$ cat src/sv/sap_pkg.sv
package sap_pkg;

    // active list geometry
    localparam int ACTIVE_DEPTH = 32;
    localparam int IDX_W        = $clog2(ACTIVE_DEPTH);
    localparam int CNT_W        = $clog2(ACTIVE_DEPTH + 1);

    // word fields
    localparam int COORD_BITS = 32;
    localparam int ID_W       = 10;
    localparam int AXIS_W     = 2;

    // input queue between front and back
    localparam int Q_DEPTH = 2;
    localparam int QPTR_W  = $clog2(Q_DEPTH);
    localparam int QCNT_W  = $clog2(Q_DEPTH + 1);

    // register port
    localparam int DATA_W = 32;
    localparam int ADDR_W = 3;

    // sweep axis codes
    localparam logic [AXIS_W-1:0] AXIS_X = 2'd0;
    localparam logic [AXIS_W-1:0] AXIS_Y = 2'd1;
    localparam logic [AXIS_W-1:0] AXIS_Z = 2'd2;

    // register index, taken from paddr[2]
    localparam logic REG_SWEEP_AXIS = 1'b0;

    typedef logic signed [COORD_BITS-1:0] coord_t;
    typedef logic [ID_W-1:0] obj_id_t;

    typedef struct packed {
        obj_id_t id;
        coord_t  min_x;
        coord_t  min_y;
        coord_t  min_z;
        coord_t  max_x;
        coord_t  max_y;
        coord_t  max_z;
    } entry_t;

    typedef struct packed {
        logic              frame_start;
        logic [AXIS_W-1:0] axis;
        coord_t            sweep_min;
        entry_t            ent;
    } cmd_t;

    typedef struct packed {
        obj_id_t earlier_id;
        obj_id_t current_id;
        logic    last_pair;
        logic    boxes_dropped;
    } result_t;

endpackage

$ cat src/sv/sap_outq.sv
module sap_outq import sap_pkg::*;
(
    input  logic    clk,
    input  logic    rst_n,
    input  logic    res_push,
    input  result_t res,
    output logic    res_full,
    input  logic    pop,
    output logic    empty,
    output result_t dout
);

    result_t           q_reg [Q_DEPTH];
    logic [QPTR_W-1:0] wr_ptr_reg, wr_ptr_next;
    logic [QPTR_W-1:0] rd_ptr_reg, rd_ptr_next;
    logic [QCNT_W-1:0] cnt_reg, cnt_next;
    logic              do_push;
    logic              do_pop;

    assign res_full = (cnt_reg == QCNT_W'(Q_DEPTH));
    assign empty    = (cnt_reg == '0);
    assign dout     = q_reg[rd_ptr_reg];
    assign do_push  = res_push && !res_full;
    assign do_pop   = pop && !empty;

    always_comb
    begin
        wr_ptr_next = do_push ? wr_ptr_reg + QPTR_W'(1) : wr_ptr_reg;
        rd_ptr_next = do_pop  ? rd_ptr_reg + QPTR_W'(1) : rd_ptr_reg;
        cnt_next    = cnt_reg + QCNT_W'(do_push) - QCNT_W'(do_pop);
    end

    always_ff @(posedge clk or negedge rst_n)
    begin
        if (!rst_n)
        begin
            wr_ptr_reg <= '0;
            rd_ptr_reg <= '0;
            cnt_reg    <= '0;
        end
        else
        begin
            wr_ptr_reg <= wr_ptr_next;
            rd_ptr_reg <= rd_ptr_next;
            cnt_reg    <= cnt_next;
        end
    end

    always_ff @(posedge clk)
    begin
        if (do_push)
        begin
            q_reg[wr_ptr_reg] <= res;
        end
    end

endmodule

$ cat config.mk
export PLATFORM = sky130hd
export DESIGN_NAME = sap_outq
export DESIGN_NICKNAME = d
export VERILOG_FILES = /design/src/sv/sap_pkg.sv /design/src/sv/sap_outq.sv
export SDC_FILE = /design/constraint.sdc
export NUM_CORES = 1
export LEC_CHECK = 0
export BUFFER_PORTS_ARGS = -buffer_cell sky130_fd_sc_hd__buf_2
export CORE_MARGIN = 2
export CORE_UTILIZATION = 35
export CTS_BUF_LIST = sky130_fd_sc_hd__clkbuf_4
export CTS_CLUSTER_DIAMETER = 100
export DETAILED_ROUTE_END_ITERATION = 10
export MAX_ROUTING_LAYER = met4
export PLACE_DENSITY = 0.58
export SETUP_SLACK_MARGIN = 0.3
export SYNTH_ARGS = -nofsm -noshare
export SYNTH_HDL_FRONTEND = slang
export SYNTH_SLANG_ARGS = --single-unit
$ cat constraint.sdc
create_clock -name clk -period 5.22 [get_ports clk]
set_input_delay 0 -clock clk [delete_from_list [all_inputs] [get_ports clk]]
set_output_delay 0 -clock clk [all_outputs]
set_load 0.005 [all_outputs]
Word level (Yosys, flattened, before mapping). Memories as Yosys holds them, arrays and structs flattened. Cells that the tools add are included. W data, S select, Z words.

Mux-type cells: 2. $add $sub $neg: 4. Reductions and logical operators: 5. Equal/unequal tests: 1.

Operators with widths (number): $add A1 B1 Y1 const B (2); $add A2 B1 Y2 (1); $eq A2 B2 Y1 const B (1); $logic_and A1 B1 Y1 (2); $logic_not A1 Y1 (2); $logic_not A2 Y1 (1); $mux W1 (2); $sub A2 B1 Y2 (1).

Input port bits: 26. Memories: 1. Register bits after elaboration: 4. Bits in writable memories: 44. Logic and storage cells: 16. Output and inout bits: 24.

Memory list: q_reg (depth 2, width 22, rd ports 1, clocked after Yosys merged registers in 0, wr ports 1, RTL line sap_outq.sv:13) `result_t q_reg [Q_DEPTH];`.

Depth between registers and ports, before layout.
Word-level depth: 5. Gate-level depth with buffers: 7. Gate-level depth less buffers: 7.

Worst setup path after synthesis. OpenSTA, ideal clock, no wires.

Path kind: reg-to-reg. Start: reg cnt_reg[1]. End: mem q_reg[0][0] (netlist name) (enable). Stages on the path, launching flop included: 4. Path slack: 3.282 ns. Buffers on the path: 0. Arrival: 1.537 ns. Library setup time: 0.401 ns. Path through: dfrtp_1 -> nand2b_1 -> nand2_1 -> nor2_1.

Longest elaborated chain between the ends: 5.

Ends and longest elaborated chain: start, declared (RTL line sap_outq.sv:16) `logic [QCNT_W-1:0] cnt_reg, cnt_next;`; start signal, assigned (RTL line sap_outq.sv:45) `cnt_reg <= cnt_next;`; $eq A2 B2 Y1 (RTL line sap_outq.sv:20) `assign res_full = (cnt_reg == QCNT_W'(Q_DEPTH));`; $logic_not A1 Y1 (RTL line sap_outq.sv:23) `assign do_push = res_push && !res_full;`; $logic_and A1 B1 Y1 (RTL line sap_outq.sv:23); $mux W1 (RTL line sap_outq.sv:51) `if (do_push)`; $mux W1 (implied by the code) (RTL line sap_outq.sv:53) `q_reg[wr_ptr_reg] <= res;`; end, declared (RTL line sap_outq.sv:13).

Every way passes these cells.

==> results.md <==
* Status: finished clean
* CTS HTree Levels at 2
* CTS clock-pin slew for the worst setup and hold paths at 0.13 ns
* Final Max Slew Viols at 0
* Met2 WL post-DR at 1.52 mm
* Most common cell after layout, fill and taps aside: buf_2
* Synth Area in XOR/XNOR at around 2%
* Adder-Cell Fraction of Synth Area at 1.40%
* WS Path Type: reg2out
* Width of the die at 75.6 um
* Proportion of synthesized area in mux cells at 13.8%
* Max_cap viols at 0
* Hold Crit Class: in2reg
* Clock buffer depth at 2
* Fillers at 459
* Post-synthesis simple-gate area fraction at 1.82%
* Worst EP arrival at ~1.9 ns
* Number of diodes at 0
* WL final at 2.90 mm
* Tightest hold margin at 0.364 ns
* Highest Signal Layer: met4
* IO Port Bufs at 49
* Flops & latches, synth at 48
* Power per cell area at roughly 460 nW/um^2
* Largest family of logic cells by synthesized area: multiplexers
* CTS buffer count at 5
* Crit share post-route at 36.7%
* Synth Instances at 86
* Synth cell types at 13
* IO Count at 50
* Worst setup margin at 3.30 ns
* Layout cells sized above 1 at 48.5%
* CTS tree: yes
* Wire per inst at 12.2 um
* Post-DP HPWL at slightly below 2 mm
* CTS root buf: clkbuf_4
* DRC at 0
* Final-stage net count at 194
* Final std cells w/o fill at around 240
* Vias in the first global route at 966
* Syn. warnings at 0
* Slew @ Worst Pin at 1.13 ns
* Initial antenna violation count at 0
* Largest net degree at the start of global routing at 24
* Relative slew slack at roughly a quarter
* Syn Area/Cell at 20.8 sq um
* Postcts setup bufs at 0
* Hold Violations, Final at 0
* Final setup TNS at 0 ns
* First-pass DRT Iterations at 4
* Initial Util at 35.8%
* Crit Path Max Fanout at 23
* Synth Net Count at ~110
* Final setup viols at 0
* Clock Sinks at 48
* Most frequent cells in the layout: buf_2, edfxtp_1, dlygate4sd3_1
* Post-route ant nets at 0
* Post-CTS sizing at 0
* Type of origin of the critical path: register
* Initial DRC count at 58
* Critical path required time at roughly 5.2 ns
* Hold-fix buffers, CTS at 26
* RSZ-0062 raised after global routing: false
* Netlist Area Pre-Place at 1790 sq um
* Routed via count at 1006
* DRT met1 WL at 1.16 mm
* First-pass GRT wire length at 4.31 mm
* Drt via density at approximately 4.2
* Min Tclk post-route at between 1.5 and 2 ns
* Final instance area at 2440 sq um
* Chip Height at 75.6 um
* Grt total ovfl at 0
* Clock Latency Late Sink at roughly 0.35 ns
* Placed Area at 2100 sq um
* Core area at roughly 5000 sq um
* Post-synthesis compound-gate area fraction at 0%
* VDD IR max at approximately 0.29 mV
* DP Worst Slack at 3.29 ns
* Met3 wire len at ~170 um
* P&R area growth vs syn at 36.5%
* Max reg flops at 44
* Placed cell count at 203
* Seq/Total Area, Yosys at around 79%
* Total GRT Usage at roughly 11%
* LEAKAGE at 0.943 nW
* GP Congestion at around 0.67
* Die area at 5710 sq um
* Row cnt at 26
* Max Fclk at 0.522 GHz
* Worst clock skew at 0.00620 ns
* Crit. End Element: output port
[Yosys cell counts, drive strengths merged]
| master | n | area [sq um] |
|---|---|---|
| xor2 | 1 | 8.76 |
| nand2 | 1 | 3.75 |
| mux2 | 22 | 248 |
| nor2b | 1 | 8.76 |
| nor2 | 2 | 7.51 |
| buf | 2 | 22.5 |
| ha | 2 | 25.0 |
| edfxtp | 44 | 1320 |
| xnor2 | 3 | 26.3 |
| and3 | 1 | 6.26 |
| nand2b | 1 | 6.26 |
| dfrtp | 4 | 100 |
| inv | 2 | 7.51 |
[report_power, final]
group          switching, mW  leakage (nW)  internal [mW]
sequential            0.0580         0.455          0.530
combinational          0.137         0.447          0.183
clock                  0.110        0.0412         0.0999
[final cells by class]
class / instances / area, sq um / share of cell area (%)
multi-input combinational: 34 / 343 / 14.0
sequential: 48 / 1420 / 58.1
timing repair buffer: 75 / 505 / 20.7
tap: 70 / 87.6 / 3.58
clock buffer: 5 / 37.5 / 1.54
inverter: 2 / 7.51 / 0.307
clock inverter: 3 / 42.5 / 1.74
[final timing paths]
kind                                   startpoint                     end  slack, ns  cells after the start
setup / recovery           rd_ptr_reg$_DFFE_PN0P_                 dout[3]       3.30                      2
min in group asynchronous                   rst_n    cnt_reg[1]$_DFF_PN0_       0.51                      3
hold reg to reg              cnt_reg[1]$_DFF_PN0_    cnt_reg[1]$_DFF_PN0_       0.51                      1
setup reg to reg             cnt_reg[1]$_DFF_PN0_  q_reg[0][15]$_DFFE_PP_       3.32                      3
max in group asynchronous                   rst_n  wr_ptr_reg$_DFFE_PN0P_       4.54                      3
hold / removal                            res[10]  q_reg[1][10]$_DFFE_PP_       0.36                      2
[stage by stage]
step / utilization (%) / total power, mW
floorplan: - / 0.788
global placement: 42.0 / 0.901
detailed placement: 42.0 / 0.913
CTS: 48.8 / 1.14
global route: 48.8 / 1.20
finish: 48.8 / 1.12
[per-layer routing]
metal,vias to the layer above,global-route usage (%)
li1,486,-
met1,483,12.5
met2,32,18.1
met3,5,4.10
met4,0,4.68
met5,-,-
[critical path, stage by stage, from the launching register on]
cell	delay (ns)
dfrtp_1	1.00
mux2_2	0.43
buf_2	0.13
[logic make-up (layout without fill, tap and decap cells)]
group,after synthesis,count (layout)
XOR/XNOR,4,4
adder cells (fa/ha/maj),2,2
buffers and inverters,4,85
flip-flops,48,48
multiplexers,22,22
AND/OR/NAND/NOR,6,6
Note: power is estimated with default switching activity, not from simulation.
