**config.mk**
```make
export PLATFORM = sky130hd
export DESIGN_NAME = sap_front
export DESIGN_NICKNAME = d
export VERILOG_FILES = /design/src/sv/sap_pkg.sv /design/src/sv/sap_front.sv
export SDC_FILE = /design/constraint.sdc
export NUM_CORES = 1
export LEC_CHECK = 0
export BUFFER_PORTS_ARGS = -buffer_cell sky130_fd_sc_hd__buf_4
export CAP_MARGIN = 25
export CELL_PAD_IN_SITES_DETAIL_PLACEMENT = 1
export CELL_PAD_IN_SITES_GLOBAL_PLACEMENT = 2
export CORE_ASPECT_RATIO = 1.75
export CORE_MARGIN = 5
export CORE_UTILIZATION = 39
export DETAILED_ROUTE_END_ITERATION = 12
export HOLD_SLACK_MARGIN = 0.03
export PLACE_DENSITY_LB_ADDON = 0.3
export SYNTH_ARGS = -nofsm -noshare
export SYNTH_HDL_FRONTEND = slang
export SYNTH_SLANG_ARGS = --single-unit
```
**constraint.sdc**
```tcl
create_clock -name clk -period 13.95 [get_ports clk]
set_input_delay 0 -clock clk [delete_from_list [all_inputs] [get_ports clk]]
set_output_delay 0 -clock clk [all_outputs]
set_load 0.03 [all_outputs]
```
**src/sv/sap_pkg.sv**
```systemverilog
package sap_pkg;

    // active list geometry
    localparam int ACTIVE_DEPTH = 32;
    localparam int IDX_W        = $clog2(ACTIVE_DEPTH);
    localparam int CNT_W        = $clog2(ACTIVE_DEPTH + 1);

    // word fields
    localparam int COORD_BITS = 32;
    localparam int ID_W       = 10;
    localparam int AXIS_W     = 2;

    // input queue between front and back
    localparam int Q_DEPTH = 2;
    localparam int QPTR_W  = $clog2(Q_DEPTH);
    localparam int QCNT_W  = $clog2(Q_DEPTH + 1);

    // register port
    localparam int DATA_W = 32;
    localparam int ADDR_W = 3;

    // sweep axis codes
    localparam logic [AXIS_W-1:0] AXIS_X = 2'd0;
    localparam logic [AXIS_W-1:0] AXIS_Y = 2'd1;
    localparam logic [AXIS_W-1:0] AXIS_Z = 2'd2;

    // register index, taken from paddr[2]
    localparam logic REG_SWEEP_AXIS = 1'b0;

    typedef logic signed [COORD_BITS-1:0] coord_t;
    typedef logic [ID_W-1:0] obj_id_t;

    typedef struct packed {
        obj_id_t id;
        coord_t  min_x;
        coord_t  min_y;
        coord_t  min_z;
        coord_t  max_x;
        coord_t  max_y;
        coord_t  max_z;
    } entry_t;

    typedef struct packed {
        logic              frame_start;
        logic [AXIS_W-1:0] axis;
        coord_t            sweep_min;
        entry_t            ent;
    } cmd_t;

    typedef struct packed {
        obj_id_t earlier_id;
        obj_id_t current_id;
        logic    last_pair;
        logic    boxes_dropped;
    } result_t;

endpackage

```
**src/sv/sap_front.sv**
```systemverilog
module sap_front import sap_pkg::*;
(
    input  logic              clk,
    input  logic              rst_n,
    input  logic              push,
    output logic              full,
    input  logic              frame_start,
    input  obj_id_t           object_id,
    input  coord_t            min_x,
    input  coord_t            min_y,
    input  coord_t            min_z,
    input  coord_t            max_x,
    input  coord_t            max_y,
    input  coord_t            max_z,
    input  logic [AXIS_W-1:0] sweep_axis,
    output logic              cmd_valid,
    output cmd_t              cmd,
    input  logic              cmd_take
);

    cmd_t              q_reg [Q_DEPTH];
    logic [QPTR_W-1:0] wr_ptr_reg, wr_ptr_next;
    logic [QPTR_W-1:0] rd_ptr_reg, rd_ptr_next;
    logic [QCNT_W-1:0] cnt_reg, cnt_next;
    cmd_t              new_cmd;
    logic              do_push;
    logic              do_pop;

    // classify: pick sweep key, fold the unused axis code onto x
    always_comb
    begin
        new_cmd.frame_start = frame_start;
        new_cmd.ent.id      = object_id;
        new_cmd.ent.min_x   = min_x;
        new_cmd.ent.min_y   = min_y;
        new_cmd.ent.min_z   = min_z;
        new_cmd.ent.max_x   = max_x;
        new_cmd.ent.max_y   = max_y;
        new_cmd.ent.max_z   = max_z;
        case (sweep_axis)
            AXIS_Y:
            begin
                new_cmd.axis      = AXIS_Y;
                new_cmd.sweep_min = min_y;
            end
            AXIS_Z:
            begin
                new_cmd.axis      = AXIS_Z;
                new_cmd.sweep_min = min_z;
            end
            default:
            begin
                new_cmd.axis      = AXIS_X;
                new_cmd.sweep_min = min_x;
            end
        endcase
    end

    assign full      = (cnt_reg == QCNT_W'(Q_DEPTH));
    assign cmd_valid = (cnt_reg != '0);
    assign cmd       = q_reg[rd_ptr_reg];
    assign do_push   = push && !full;
    assign do_pop    = cmd_take && cmd_valid;

    always_comb
    begin
        wr_ptr_next = do_push ? wr_ptr_reg + QPTR_W'(1) : wr_ptr_reg;
        rd_ptr_next = do_pop  ? rd_ptr_reg + QPTR_W'(1) : rd_ptr_reg;
        cnt_next    = cnt_reg + QCNT_W'(do_push) - QCNT_W'(do_pop);
    end

    always_ff @(posedge clk or negedge rst_n)
    begin
        if (!rst_n)
        begin
            wr_ptr_reg <= '0;
            rd_ptr_reg <= '0;
            cnt_reg    <= '0;
        end
        else
        begin
            wr_ptr_reg <= wr_ptr_next;
            rd_ptr_reg <= rd_ptr_next;
            cnt_reg    <= cnt_next;
        end
    end

    always_ff @(posedge clk)
    begin
        if (do_push)
        begin
            q_reg[wr_ptr_reg] <= new_cmd;
        end
    end

endmodule

```
---- Yosys cells after proc, flatten, opt, wreduce, memory -nomap -nowiden ----
Memories as Yosys holds them, arrays and structs flattened.
Cells that the tools add are included.
storage, ports and cells
  bits in registers ....................... 4
  bits in writable memories ............... 474
  input port bits ......................... 209
  output and inout bits ................... 239
  memories ................................ 1
memories
  memory  words  width  read ports  clocked after memory_dff  write ports  RTL line         RTL
  q_reg   2      237    1           0                         1            sap_front.sv:21  cmd_t q_reg [Q_DEPTH];
operators by class
  add/subtract/negate cells ............... 4
  equal/unequal tests ..................... 3
  mux-type cells .......................... 3
  reduce and logical (&&, ||, !) cells .... 4
operators with widths
  cell                                                              count
  34-bit one-hot mux with 2 select lines                            1
  2-bit == test (second input constant)                             2
  1-bit adder (second input constant)                               2
  2-bit by 1-bit adder with 2-bit output                            1
  2-bit by 1-bit == test with 1-bit output (second input constant)  1
  1-bit logical AND                                                 2
  1-bit 2-to-1 mux                                                  2
  2-bit nonzero test                                                1
  2-bit by 1-bit subtractor with 2-bit output                       1
  1-bit zero test                                                   1

---- Logic depth before layout (Yosys ltp) ----
  depth after elaboration ................. 5
  mapped depth ............................ 7
  mapped depth without buffers ............ 7

---- Worst setup path after synthesis ----
No wires, ideal clock.
  path kind ............................... register to register
  start point ............................. register cnt_reg[1]
  end point ............................... memory q_reg[0][0] (netlist bit), enable pin
  setup time .............................. 0.839 ns
  arrival time ............................ 10.408 ns
  slack ................................... 2.704 ns
  stages on the path, launching flop included .. 4
  buffers on the path ..................... 0
  clock period less this slack ............ 11.246 ns
  cells stage by stage .................... dfrtp_1 > nand2b_1 > nand2_1 > nor2_1
on the way
  word-level cells in the longest chain between the ends .. 5
RTL lines
  item                                    RTL line         RTL
  from (decl)                             sap_front.sv:24  logic [QCNT_W-1:0] cnt_reg, cnt_next;
  from (signal assigned)                  sap_front.sv:84  cnt_reg <= cnt_next;
  2-bit == test                           sap_front.sv:59  assign full = (cnt_reg == QCNT_W'(Q_DEPTH));
  1-bit zero test                         sap_front.sv:62  assign do_push = push && !full;
  1-bit logical AND                       sap_front.sv:62
  1-bit 2-to-1 mux                        sap_front.sv:90  if (do_push)
  1-bit 2-to-1 mux (implied by the code)  sap_front.sv:92  q_reg[wr_ptr_reg] <= new_cmd;
  to (decl)                               sap_front.sv:21
Every way passes these cells.

==> results.py <==
metrics = {
    "drt": {
        "drtIter0Drc": 526,
        "drt_first_pass_iters": 4,
        "wirelength_um": 51010,
        "vias_per_cell": 4.916,
        "antenna_left": 0,
        "wl_per_cell_um": 23.63,
        "drc": 0,
        "vias": 10610,
    },
    "floorplan": {
        "fp.dieH_um": 294.4,
        "die_area_sq_mm": 0.05079,
        "ios": 448,
        "initial_core_util": 0.3924,
        "die_w_um": 172.5,
        "coreArea_sq_mm": 0.04593,
        "rows": 104,
    },
    "placement": {
        "portBuffers": 447,
        "place_area_sq_mm": 0.02187,
        "hpwl_um": 33680,
        "routabilityCongestion": 0.8179,
    },
    "sta": {
        "worst_slew_pin_slew_ns": 1.047,
        "layout_min_cycle_time_ns": 3.667,
        "slew_violations": 0,
        "rsz0062_at_grt": "false",
        "fin_tns_setup_ns": 0,
        "finalCritPeriodShare": 0.2629,
        "finalSetupViolCount": 0,
        "finClkSkew_ns": 0.01104,
        "relSlewSlack": 0.3020,
        "max_freq_mhz": 272.7,
        "hold_viol": 0,
    },
    "final_layout": {
        "synthToLayoutAreaGrowth_pct": 40.35,
        "fillers": 4233,
        "largest_reg_flops": 474,
        "nets": 1758,
        "final_core_util": 0.5507,
        "drive_above_1_share": 0.4819,
        "multi_input_area_sq_mm": 0.003349,
        "stdcell_area_sq_mm": 0.02530,
        "final_common_cell": "edfxtp_1",
        "final_cell_mix": "edfxtp_1 (474), buf_4 (455), mux2_2 (237)",
        "regArea_sq_mm": 0.01434,
    },
    "power": {
        "max-vdd-ir-drop_v": 0.0001693,
        "power.density_mw_per_mm2": 211.1,
        "leakage_uw": 0.009383,
    },
    "critical_path": {
        "timing.rr.start": "cnt_reg[1]",
        "cp-end-kind": "primary output",
        "rrSetupSlack_ns": 10.66,
        "crit_path_start_kind": "flip-flop",
        "criticalPathCategory": "flip-flop to primary output",
        "cp_max_fo": 62,
        "r2r_cells": 4,
        "r2r-end": "q_reg[1][130]",
        "required_ns": 13.95,
        "arrival_ns": 3.67,
    },
    "clock_tree": {
        "clk_latency_ns": 0.54,
        "path_clk_slew_ns": 0.07,
        "htreeDepth": 2,
        "root_buffer": "clkbuf_16",
        "cts-buffers-inserted": 44,
        "cts_setup_buffers": 0,
        "cts_tree": "built",
        "clock_sinks": 478,
        "cts.path.max_buffers": 3,
    },
    "global_route": {
        "grt_start_max_net_pins": 151,
        "grt_pass1_wl_um": 75100,
        "antenna_found_initial": 4,
        "grt_usage": 0.1927,
        "grt_overflow": 0,
        "first_global_vias": 12170,
    },
    "worst_hold_path": {
        "min_to": "q_reg[1][63]",
        "holdPathStages": 2,
        "holdCritStartpoint": "max_y[31]",
        "hold_path_class": "input port to flip-flop",
    },
    "yosys": {
        "synthAdderAreaFrac": 0.004165,
        "synth_mux_area_frac": 0.1481,
        "synth_area_leaders": "edfxtp_1 (79%), mux2_2 (15%), buf_6 (1.6%)",
        "synth_seq_area_share": 0.7952,
        "yosysWarnings": 0,
        "synth_top_cell_area_share": 0.7897,
        "synth.avg_cell_area_sq_um": 20.72,
        "synth_top_family_by_area": "multiplexers",
        "synthesis.nets": 1085,
        "synth_cells": 870,
        "ys_seq_elements": 478,
        "synth_top_cell_by_area": "edfxtp_1",
        "synth_xor_area_frac": 0.001944,
        "synth_compound_area_frac": 0.02221,
        "synthSimpleGateAreaFrac": 0.008469,
        "synth.distinct_cells": 18,
        "synth_area_sq_mm": 0.01802,
    },
    "run": {
        "cap_violations": 0,
    },
    "status": {
        "status": "finished clean",
    },
}
-- per-layer routing --
layer	wire, um	vias to the layer above	track usage	part of all wire
met3	3279	121	0.05043	0.064
met2	27880	410	0.3616	0.55
li1	-	4782	-	-
met1	17070	5299	0.1952	0.33
met5	13	-	0	0.00025
met4	2761	2	0.09727	0.054
-- repair_timing --
item                                   CTS  global route
hold buffers                           210             0
gates resized for setup                  0             0
endpoints found under the hold margin  480             0
-- area by class of cell --
cell class | instances | area share
Clock inverter | 22 | 0.006380
Antenna cell | 3 | 0.0002968
Tap cell | 583 | 0.02883
Clock buffer | 54 | 0.04585
Inverter | 4 | 0.0005935
Timing Repair Buffer | 666 | 0.2189
Sequential cell | 478 | 0.5667
Multi-Input combinational cell | 349 | 0.1324
-- synthesized netlist by cell type, drive strengths merged --
master and count:
o21ai 32, mux2 237, buf 33, and2 1, inv 4, clkbuf 6, xnor2 3, nand2b 1
and3 1, dfrtp 4, xor2 1, a22oi 32, nand2 33, ha 6, or2 1, nor2 1
edfxtp 474
-- critical path, cell delays in order, from the launching register on --
cell and delay [ns]:
dfrtp_4 0.91, buf_4 0.73, buf_4 0.74, mux2_2 0.43
buf_4 0.17
-- through the flow --
stage | cells | worst slack (ns) | hold WS (ns) | power [uW]
after CTS | 2156 | 10.23 | 0.1497 | 5401
after detailed placement | 1870 | 10.59 | -0.1990 | 4202
after global placement | 1870 | 10.64 | -0.1998 | 4172
final | 2159 | 10.28 | 0.1836 | 5341
after global routing | 2159 | 10.10 | 0.1673 | 5572
after floorplan | 870 | 2.704 | -0.2956 | 3557
-- worst max-delay path by stage --
stage	from	end	slack, ns	cells after the start
2_1_floorplan	cnt_reg[1]	q_reg[0][0]	2.70	3
3_3_place_gp	cnt_reg[1]	q_reg[1][174]	10.64	4
3_5_place_dp	cnt_reg[1]	q_reg[1][142]	10.59	4
4_1_cts	rd_ptr_reg	cmd[212]	10.23	4
5_1_grt	rd_ptr_reg	cmd[172]	10.10	4
6_report	rd_ptr_reg	cmd[172]	10.28	4
-- cells by family after synthesis --
family | count (synthesis)
AO/OA/AOI/OAI | 64
XOR/XNOR | 4
adder cells (fa/ha/maj) | 6
buffers and inverters | 43
flip-flops | 478
multiplexers | 237
AND/OR/NAND/NOR | 38
-- power by group --
part | switching, uW | internal (uW) | total (uW) | leakage [uW]
Combinational | 1290 | 814 | 2110 | 0.00427
Clock | 506 | 627 | 1130 | 0.000655
Sequential | 124 | 1980 | 2100 | 0.00446
Note: power is estimated with default switching activity, not from simulation.
